==> config.mk <==
export PLATFORM = sky130hd
export DESIGN_NAME = nearest_point_on_segments
export DESIGN_NICKNAME = d
export VERILOG_FILES = /design/src/rtl/core/npos_pkg.sv /design/src/rtl/core/npos_front.sv /design/src/rtl/core/npos_back.sv /design/src/rtl/core/nearest_point_on_segments.sv
export SDC_FILE = /design/constraint.sdc
export NUM_CORES = 2
export LEC_CHECK = 0
export ABC_AREA = 0
export BUFFER_PORTS_ARGS = -buffer_cell sky130_fd_sc_hd__buf_2
export CORE_ASPECT_RATIO = 0.75
export CORE_MARGIN = 10
export CORE_UTILIZATION = 25
export CTS_CLUSTER_DIAMETER = 80
export CTS_CLUSTER_SIZE = 30
export DETAILED_ROUTE_END_ITERATION = 8
export GPL_ROUTABILITY_DRIVEN = 1
export SYNTH_ARGS = -nofsm -noshare
export SYNTH_HDL_FRONTEND = slang
export SYNTH_SLANG_ARGS = --single-unit
==> constraint.sdc <==
create_clock -name clk -period 42.4 [get_ports clk]
set_input_delay 12.72 -clock clk [delete_from_list [all_inputs] [get_ports clk]]
set_output_delay 12.72 -clock clk [all_outputs]
set_load 0.02 [all_outputs]
==> src/rtl/core/npos_pkg.sv <==
// Shared types and constants for the nearest point on segments block.
package npos_pkg;

  localparam int COORD_WIDTH = 24;
  localparam int RAD_WIDTH   = COORD_WIDTH - 1;
  localparam int T_FRAC_BITS = 16;
  localparam int DIST_WIDTH  = 48;
  localparam int DELTA_W     = COORD_WIDTH + 1;
  localparam int MUL_W       = DELTA_W + 1;
  localparam int PROD_W      = 2 * MUL_W;
  localparam int CNT_W       = $clog2(T_FRAC_BITS);
  localparam int SQ_W        = 2 * DELTA_W - 1;

  typedef struct packed {
    logic signed [COORD_WIDTH-1:0] query_x;
    logic signed [COORD_WIDTH-1:0] query_y;
    logic        [RAD_WIDTH-1:0]   search_radius;
    logic signed [COORD_WIDTH-1:0] seg_start_x;
    logic signed [COORD_WIDTH-1:0] seg_start_y;
    logic signed [COORD_WIDTH-1:0] seg_end_x;
    logic signed [COORD_WIDTH-1:0] seg_end_y;
    logic                          first_segment;
    logic                          last_segment;
  } in_item_t;

  typedef struct packed {
    logic signed [COORD_WIDTH-1:0] snapped_x;
    logic signed [COORD_WIDTH-1:0] snapped_y;
    logic                          found;
  } out_item_t;

  // Item after the front end: deltas worked out, zero-length segment flagged.
  typedef struct packed {
    logic signed [COORD_WIDTH-1:0] qx;
    logic signed [COORD_WIDTH-1:0] qy;
    logic signed [COORD_WIDTH-1:0] ax;
    logic signed [COORD_WIDTH-1:0] ay;
    logic        [RAD_WIDTH-1:0]   rad;
    logic signed [DELTA_W-1:0]     abx;
    logic signed [DELTA_W-1:0]     aby;
    logic signed [DELTA_W-1:0]     apx;
    logic signed [DELTA_W-1:0]     apy;
    logic                          degen;
    logic                          first;
    logic                          last;
  } work_t;

  typedef enum logic [3:0] {
    ST_IDLE, ST_RAD, ST_L0, ST_L1, ST_D0, ST_D1, ST_CLS, ST_SEL,
    ST_DIV, ST_PX, ST_PY, ST_DX, ST_DY, ST_CMP, ST_EMIT
  } back_state_t;

endpackage

==> src/rtl/core/npos_front.sv <==
// Front end: accepts items, forms the segment deltas and holds a two-entry queue.
module npos_front (
  input  logic               clk,
  input  logic               rst_n,
  input  logic               in_push,
  output logic               in_full,
  input  npos_pkg::in_item_t in_data,
  output npos_pkg::work_t    q_data,
  output logic               q_valid,
  input  logic               q_pop
);
  import npos_pkg::*;

  work_t      mem_r [2];
  logic       wr_ptr_r, wr_ptr_nxt;
  logic       rd_ptr_r, rd_ptr_nxt;
  logic [1:0] cnt_r, cnt_nxt;
  work_t      w;
  logic       do_push, do_pop;

  always_comb begin
    w.qx    = in_data.query_x;
    w.qy    = in_data.query_y;
    w.ax    = in_data.seg_start_x;
    w.ay    = in_data.seg_start_y;
    w.rad   = in_data.search_radius;
    w.abx   = DELTA_W'(in_data.seg_end_x) - DELTA_W'(in_data.seg_start_x);
    w.aby   = DELTA_W'(in_data.seg_end_y) - DELTA_W'(in_data.seg_start_y);
    w.apx   = DELTA_W'(in_data.query_x) - DELTA_W'(in_data.seg_start_x);
    w.apy   = DELTA_W'(in_data.query_y) - DELTA_W'(in_data.seg_start_y);
    w.degen = (in_data.seg_end_x == in_data.seg_start_x) &&
              (in_data.seg_end_y == in_data.seg_start_y);
    w.first = in_data.first_segment;
    w.last  = in_data.last_segment;
  end

  assign in_full = (cnt_r == 2'd2);
  assign q_valid = (cnt_r != 2'd0);
  assign q_data  = mem_r[rd_ptr_r];
  assign do_push = in_push && !in_full;
  assign do_pop  = q_pop && q_valid;

  always_comb begin
    wr_ptr_nxt = do_push ? ~wr_ptr_r : wr_ptr_r;
    rd_ptr_nxt = do_pop ? ~rd_ptr_r : rd_ptr_r;
    cnt_nxt    = cnt_r + 2'(do_push) - 2'(do_pop);
  end

  always_ff @(posedge clk) begin
    if (!rst_n) begin
      wr_ptr_r <= 1'b0;
      rd_ptr_r <= 1'b0;
      cnt_r    <= 2'd0;
    end else begin
      wr_ptr_r <= wr_ptr_nxt;
      rd_ptr_r <= rd_ptr_nxt;
      cnt_r    <= cnt_nxt;
    end
  end

  always_ff @(posedge clk) begin
    if (do_push) begin
      mem_r[wr_ptr_r] <= w;
    end
  end

endmodule

==> src/rtl/core/npos_back.sv <==
// Back end: projection, division, distance test and result register.
module npos_back (
  input  logic                clk,
  input  logic                rst_n,
  input  npos_pkg::work_t     q_data,
  input  logic                q_valid,
  output logic                q_pop,
  output logic                out_empty,
  input  logic                out_pop,
  output npos_pkg::out_item_t out_data
);
  import npos_pkg::*;

  localparam logic [DIST_WIDTH-1:0] DMAX = '1;

  back_state_t st_r, st_nxt;

  work_t                        w_r;
  logic signed [PROD_W-1:0]     prod_r;
  logic signed [PROD_W-1:0]     len_r;
  logic signed [PROD_W-1:0]     d_r;
  logic        [PROD_W-1:0]     rem_r;
  logic        [T_FRAC_BITS:0]  t_r;
  logic        [CNT_W-1:0]      cnt_r;
  logic signed [COORD_WIDTH-1:0] px_r, py_r;
  logic        [SQ_W-1:0]       dsq_r;
  logic        [DIST_WIDTH-1:0] min_r;
  logic signed [COORD_WIDTH-1:0] best_x_r, best_y_r;
  logic                         hit_r;
  logic                         out_valid_r;
  out_item_t                    out_r;

  logic signed [MUL_W-1:0]      mul_a, mul_b;
  logic signed [PROD_W-1:0]     mul_p;
  logic signed [PROD_W-1:0]     rnd;
  logic signed [DELTA_W-1:0]    dx, dy;
  logic signed [DELTA_W-1:0]    pnew;
  logic        [PROD_W-1:0]     rem2;
  logic        [SQ_W:0]         dsum;
  logic        [DIST_WIDTH-1:0] dsat;
  logic                         hit_now;
  logic                         slot_free;

  assign dx        = DELTA_W'(w_r.qx) - DELTA_W'(px_r);
  assign dy        = DELTA_W'(w_r.qy) - DELTA_W'(py_r);
  // floor((prod + half) / 2^T) with an arithmetic shift
  assign rnd       = (prod_r + (PROD_W'(1) <<< (T_FRAC_BITS - 1))) >>> T_FRAC_BITS;
  assign rem2      = rem_r << 1;
  assign dsum      = (SQ_W+1)'(dsq_r) + (SQ_W+1)'(prod_r[SQ_W-1:0]);
  assign dsat      = (dsum > (SQ_W+1)'(DMAX)) ? DMAX : dsum[DIST_WIDTH-1:0];
  assign hit_now   = dsat < min_r;
  assign slot_free = !out_valid_r || out_pop;

  always_comb begin
    case (st_r)
      ST_PY:   pnew = DELTA_W'(w_r.ax) + DELTA_W'(rnd);
      default: pnew = DELTA_W'(w_r.ay) + DELTA_W'(rnd);
    endcase
  end

  // shared multiplier operand selection
  always_comb begin
    mul_a = '0;
    mul_b = '0;
    case (st_r)
      ST_RAD: begin
        mul_a = MUL_W'(w_r.rad);
        mul_b = MUL_W'(w_r.rad);
      end
      ST_L0: begin
        mul_a = MUL_W'(w_r.abx);
        mul_b = MUL_W'(w_r.abx);
      end
      ST_L1: begin
        mul_a = MUL_W'(w_r.aby);
        mul_b = MUL_W'(w_r.aby);
      end
      ST_D0: begin
        mul_a = MUL_W'(w_r.apx);
        mul_b = MUL_W'(w_r.abx);
      end
      ST_D1: begin
        mul_a = MUL_W'(w_r.apy);
        mul_b = MUL_W'(w_r.aby);
      end
      ST_PX: begin
        mul_a = MUL_W'(w_r.abx);
        mul_b = signed'(MUL_W'(t_r));
      end
      ST_PY: begin
        mul_a = MUL_W'(w_r.aby);
        mul_b = signed'(MUL_W'(t_r));
      end
      ST_DX: begin
        mul_a = MUL_W'(dx);
        mul_b = MUL_W'(dx);
      end
      ST_DY: begin
        mul_a = MUL_W'(dy);
        mul_b = MUL_W'(dy);
      end
      default: begin
        mul_a = '0;
        mul_b = '0;
      end
    endcase
  end

  assign mul_p = mul_a * mul_b;

  always_comb begin
    st_nxt = st_r;
    q_pop  = 1'b0;
    case (st_r)
      ST_IDLE: begin
        if (q_valid) begin
          q_pop  = 1'b1;
          st_nxt = ST_RAD;
        end
      end
      ST_RAD: st_nxt = ST_L0;
      ST_L0:  st_nxt = ST_L1;
      ST_L1:  st_nxt = ST_D0;
      ST_D0:  st_nxt = ST_D1;
      ST_D1:  st_nxt = ST_CLS;
      ST_CLS: st_nxt = ST_SEL;
      ST_SEL: begin
        if (w_r.degen || (d_r <= 0) || (d_r >= len_r)) begin
          st_nxt = ST_PX;
        end else begin
          st_nxt = ST_DIV;
        end
      end
      ST_DIV: begin
        if (cnt_r == CNT_W'(T_FRAC_BITS - 1)) begin
          st_nxt = ST_PX;
        end
      end
      ST_PX:  st_nxt = ST_PY;
      ST_PY:  st_nxt = ST_DX;
      ST_DX:  st_nxt = ST_DY;
      ST_DY:  st_nxt = ST_CMP;
      ST_CMP: st_nxt = w_r.last ? ST_EMIT : ST_IDLE;
      ST_EMIT: begin
        if (slot_free) begin
          st_nxt = ST_IDLE;
        end
      end
      default: st_nxt = ST_IDLE;
    endcase
  end

  always_ff @(posedge clk) begin
    if (!rst_n) begin
      st_r <= ST_IDLE;
    end else begin
      st_r <= st_nxt;
    end
  end

  // datapath
  always_ff @(posedge clk) begin
    prod_r <= mul_p;
    case (st_r)
      ST_IDLE: begin
        if (q_valid) begin
          w_r <= q_data;
        end
      end
      ST_L1:  len_r <= prod_r;
      ST_D0:  len_r <= len_r + prod_r;
      ST_D1:  d_r   <= prod_r;
      ST_CLS: d_r   <= d_r + prod_r;
      ST_SEL: begin
        cnt_r <= '0;
        rem_r <= d_r;
        if (w_r.degen || (d_r <= 0)) begin
          t_r <= '0;
        end else if (d_r >= len_r) begin
          t_r <= (T_FRAC_BITS+1)'(1) << T_FRAC_BITS;
        end else begin
          t_r <= '0;
        end
      end
      ST_DIV: begin
        cnt_r <= cnt_r + 1'b1;
        if (rem2 >= len_r) begin
          rem_r <= rem2 - len_r;
          t_r   <= {t_r[T_FRAC_BITS-1:0], 1'b1};
        end else begin
          rem_r <= rem2;
          t_r   <= {t_r[T_FRAC_BITS-1:0], 1'b0};
        end
      end
      ST_PY:  px_r  <= pnew[COORD_WIDTH-1:0];
      ST_DX:  py_r  <= pnew[COORD_WIDTH-1:0];
      ST_DY:  dsq_r <= prod_r[SQ_W-1:0];
      default: begin
      end
    endcase
  end

  // running best, kept across items of one query
  always_ff @(posedge clk) begin
    if (!rst_n) begin
      min_r    <= '0;
      best_x_r <= '0;
      best_y_r <= '0;
      hit_r    <= 1'b0;
    end else if (st_r == ST_L0 && w_r.first) begin
      // radius squared never exceeds the distance range
      min_r    <= prod_r[DIST_WIDTH-1:0];
      best_x_r <= w_r.qx;
      best_y_r <= w_r.qy;
      hit_r    <= 1'b0;
    end else if (st_r == ST_CMP && hit_now) begin
      min_r    <= dsat;
      best_x_r <= px_r;
      best_y_r <= py_r;
      hit_r    <= 1'b1;
    end
  end

  always_ff @(posedge clk) begin
    if (!rst_n) begin
      out_valid_r <= 1'b0;
    end else if (st_r == ST_EMIT && slot_free) begin
      out_valid_r <= 1'b1;
    end else if (out_pop) begin
      out_valid_r <= 1'b0;
    end
  end

  always_ff @(posedge clk) begin
    if (st_r == ST_EMIT && slot_free) begin
      out_r.snapped_x <= hit_r ? best_x_r : w_r.qx;
      out_r.snapped_y <= hit_r ? best_y_r : w_r.qy;
      out_r.found     <= hit_r;
    end
  end

  assign out_empty = !out_valid_r;
  assign out_data  = out_r;

endmodule

==> src/rtl/core/nearest_point_on_segments.sv <==
// Top level of the nearest point on segments block.
// Each segment of a query is pushed as one item; after the item marked last, one
// result (snapped point and found flag) appears on the output queue. In the back
// end one shared 26x26 multiplier is used in turn for the radius, length, dot
// product, projection and distance terms, and the clamp parameter comes from a
// restoring divider that yields one bit a cycle. Segments of zero length or with
// the parameter clamped skip the divider. The last item of a query passes through
// an emit state to load the result register, and waits there while an earlier
// result is still unpopped. A two-entry queue in front lets up to two further
// items be pushed while one is being worked on, and the result register lets the
// next item start while a result still waits to be popped.
module nearest_point_on_segments (
  input  logic                clk,
  input  logic                rst_n,
  input  logic                in_push,
  output logic                in_full,
  input  npos_pkg::in_item_t  in_data,
  output logic                out_empty,
  input  logic                out_pop,
  output npos_pkg::out_item_t out_data
);
  import npos_pkg::*;

  work_t q_data;
  logic  q_valid;
  logic  q_pop;

  npos_front u_front (
    .clk     (clk),
    .rst_n   (rst_n),
    .in_push (in_push),
    .in_full (in_full),
    .in_data (in_data),
    .q_data  (q_data),
    .q_valid (q_valid),
    .q_pop   (q_pop)
  );

  npos_back u_back (
    .clk       (clk),
    .rst_n     (rst_n),
    .q_data    (q_data),
    .q_valid   (q_valid),
    .q_pop     (q_pop),
    .out_empty (out_empty),
    .out_pop   (out_pop),
    .out_data  (out_data)
  );

endmodule

==> impl_metrics.ini <==
[synth]
synth-seq-area-share_pct = 37.44
synthSimpleGateAreaFrac_pct = 10.86
synth_ff_type = edfxtp_1
muxShareOfSynthArea_pct = 5.158
yosysTopAreaCellShare_pct = 33.83
synth_area_um2 = 87700
yosysWarnings = 0
synth_compound_area_share_pct = 11.93
syn_avg_cell_area_um2 = 10.53
ys_top_cells_by_area = edfxtp_1, fa_1, ha_1, inv_1, nand2_1
ys_ff_latch = 1146
synth_cell_type_count = 99
synth_async_sr_flop_share_pct = 0
synth_xor_area_share_pct = 3.775
synth_nets = 9822
synth_edf_count = 988
synth-adder-area-share_pct = 24.91
synth_top_family_by_area = adder cells
syn_inst = 8326
synth_top_cell_by_area = edfxtp_1

[run_status]
violations = slew limit
status = finished, violations left

[timing]
tightest_slew_ns = 1.579
min_period_ns = 15.57
finalHoldViolations = 0
slew_violations = 4
finalSetupViolCount = 0
grt_setup_unrepaired = no
fmax_ghz = 0.06424
final.setup.tns_ns = 0
clock_skew_ns = 0.1022
max_slew_margin_pct = -5.286
period_share_pct = 36.71

[global_route]
antenna_found_initial = 73
grt_first_pass_wirelength_um = 415200
track_usage_pct = 14.68
grt_max_degree = 181
grt_pass1_vias = 59420
grt_remaining_overflow = 0

[final_layout]
drive_above_1_share_pct = 9.985
areaGrowthSynthToFinish_pct = 10.27
mostFrequentLayoutCells = inv_1, edfxtp_1, nand2_1, fa_1, ha_1
final_common_cell = inv_1
nFillCells = 36560
nets = 9918
instances_no_fill = 13130

[die]
ioPinCount = 224
die_x_um = 703.9
die_y_um = 532.9
initial_utilization_pct = 25.09
coreArea_um2 = 349500
die_area_um2 = 375100
rows = 188

[power]
p_sw_mw = 4.260
intPower_mw = 3.895
switching_share_pct = 52.24
clockPowerShare_pct = 8.8
power_per_cell_area_nw_per_um2 = 84.33
p_leak_nw = 40.04
vdd_ir_drop_max_mv = 0.1160
comb_power_share_pct = 69.5
pwr-share-seq_pct = 21.7

[worst_setup_path]
critical_path.endpoint = u_front.mem_r[0][27]
reg2reg_depth = 31
crit_path_start_kind = input pin
cp_data_arrival_time_ns = 16.15
ff2ff_setup_slack_ns = 29.11
worstPathMaxFanout = 4
crit_required_ns = 42.98
reg2reg_to = u_back.prod_r[51]
critPathKind = in -> reg
rr_startpoint = u_back.st_r[3]
critPathLaunch = in_data[52]
endpoint_kind = flop

[detailed_routing]
wl_per_cell_um = 21.91
vias_per_cell = 4.819
drt_iter0_drc = 7353
drc_errors = 0
num_vias = 63270
drt_wl_total_um = 287700
ant_nets = 0
dr.pass1.iters = 7

[clocking]
clock_latency_ns = 0.82
h-tree-depth = 2
cts_sinks = 1146
path_clk_slew_ns = 0.11
root_buffer = clkbuf_16
cts_tree = built
cts_setup_buffers = 0
postCtsHoldBufs = 0
clock_path_buffers = 3
cts_resized = 0
cts-buffers-inserted = 57

[placement]
hpwl_um = 229200
routabilityCongestion = 0.9112
placed_cells = 13020
portBuffers = 223

[hold_path]
min_path_type = reg -> reg

[job]
max-cap-violations = 0
[routing by layer]
metal  vias to the layer above  GRT usage [%]  wire length (um)  share of wire [%]
met5                         -              0               421               0.15
met4                        64          3.411              7743                2.7
met3                       366          4.500             32260                 11
met2                      2678          20.13            112600                 39
met1                     31150          22.13            134600                 47
li1                      29010              -                 -                  -
[worst max-delay path: stages]
cell and delay [ns]:
buf_2 0.19, inv_1 0.09, ha_1 0.33, nor2b_1 0.15, o21ai_0 0.21, a21boi_0 0.15, o21ai_0 0.22, a21boi_0 0.16
o21ai_0 0.27, a21oi_1 0.23, o41ai_2 0.52, o211ai_1 0.17, a31oi_1 0.31, nor2b_1 0.09, o41ai_1 0.33
[stage by stage]
step | utilization [%] | cell area [um2] | hold WS [ns] | worst slack (ns) | power [mW]
after floorplan | - | 87700 | 0.4064 | 19.59 | 5.464
after global placement | 27.06 | 94580 | 0.5029 | 26.02 | 7.347
after detailed placement | 27.06 | 94580 | 0.5145 | 26.05 | 7.370
after CTS | 27.66 | 96670 | 0.5388 | 26.89 | 8.119
after global routing | 27.66 | 96680 | 0.5541 | 26.55 | 8.772
final | 27.66 | 96700 | 0.5370 | 26.83 | 8.154
[layout make-up]
type,count,area [um2],share of cell area [%]
Clock inverter,35,618.1,0.6392
Tap cell,4655,5824,6.023
Inverter,1033,3877,4.010
Multi-Input combinational cell,5826,49880,51.58
Antenna cell,11,27.53,0.02847
Sequential cell,1146,32840,33.96
Clock buffer,65,1478,1.528
Timing Repair Buffer,358,2157,2.231
[sequential cells by signal (all words and copies together), names as in the netlist, 17 cells and up]
name / count
u_back.prod_r: 52
u_back.min_r: 48
u_back.rem_r: 51
u_back.len_r: 52
u_back.py_r: 24
u_back.best_y_r: 24
u_back.out_data: 49
u_back.w_r: 222
u_back.dsq_r: 49
u_back.t_r: 17
u_back.px_r: 24
u_back.best_x_r: 24
u_back.d_r: 52
u_front.mem_r: 444
[cells in the mapped netlist (all sizes together) (66+ instances only)]
cell / instances
a21o: 227
a21oi: 418
a31oi: 69
and2: 103
and3: 67
clkbuf: 269
dfxtp: 158
edfxtp: 988
fa: 705
ha: 618
inv: 1032
mux2: 295
mux2i: 120
nand2: 940
nand2b: 66
nand3: 190
nand4: 74
nor2: 338
nor2b: 79
nor3: 90
o21a: 66
o21ai: 472
xnor2: 253
xor2: 125
[how the worst min path moves through the flow]
stage	start	end	slack (ns)	cells past startpoint
global route	u_front.mem_r[0][109]	u_back.w_r[109]	0.55	1
global placement	u_back.min_r[46]	u_back.min_r[46]	0.50	2
finish	u_front.mem_r[0][170]	u_back.w_r[170]	0.54	1
floorplan	u_back.hit_r	u_back.out_data[0]	0.41	0
detailed placement	u_back.min_r[46]	u_back.min_r[46]	0.51	2
CTS	u_front.mem_r[0][170]	u_back.w_r[170]	0.54	1
[power groups by stage]
stage,logic (mW),clock network (mW),registers (mW)
2_1_floorplan,3.72,0,1.74
3_3_place_gp,5.57,0,1.78
3_5_place_dp,5.58,0,1.79
4_1_cts,5.63,0.733,1.76
5_1_grt,6.22,0.772,1.78
6_report,5.67,0.719,1.77
[cell families after synthesis]
family                   count (synthesis)
AO/OA/AOI/OAI                         1638
AND/OR/NAND/NOR                       2072
XOR/XNOR                               378
adder cells (fa/ha/maj)               1323
flip-flops                            1146
multiplexers                           415
buffers and inverters                 1354
No activity file was read; power rests on OpenSTA's default activity.
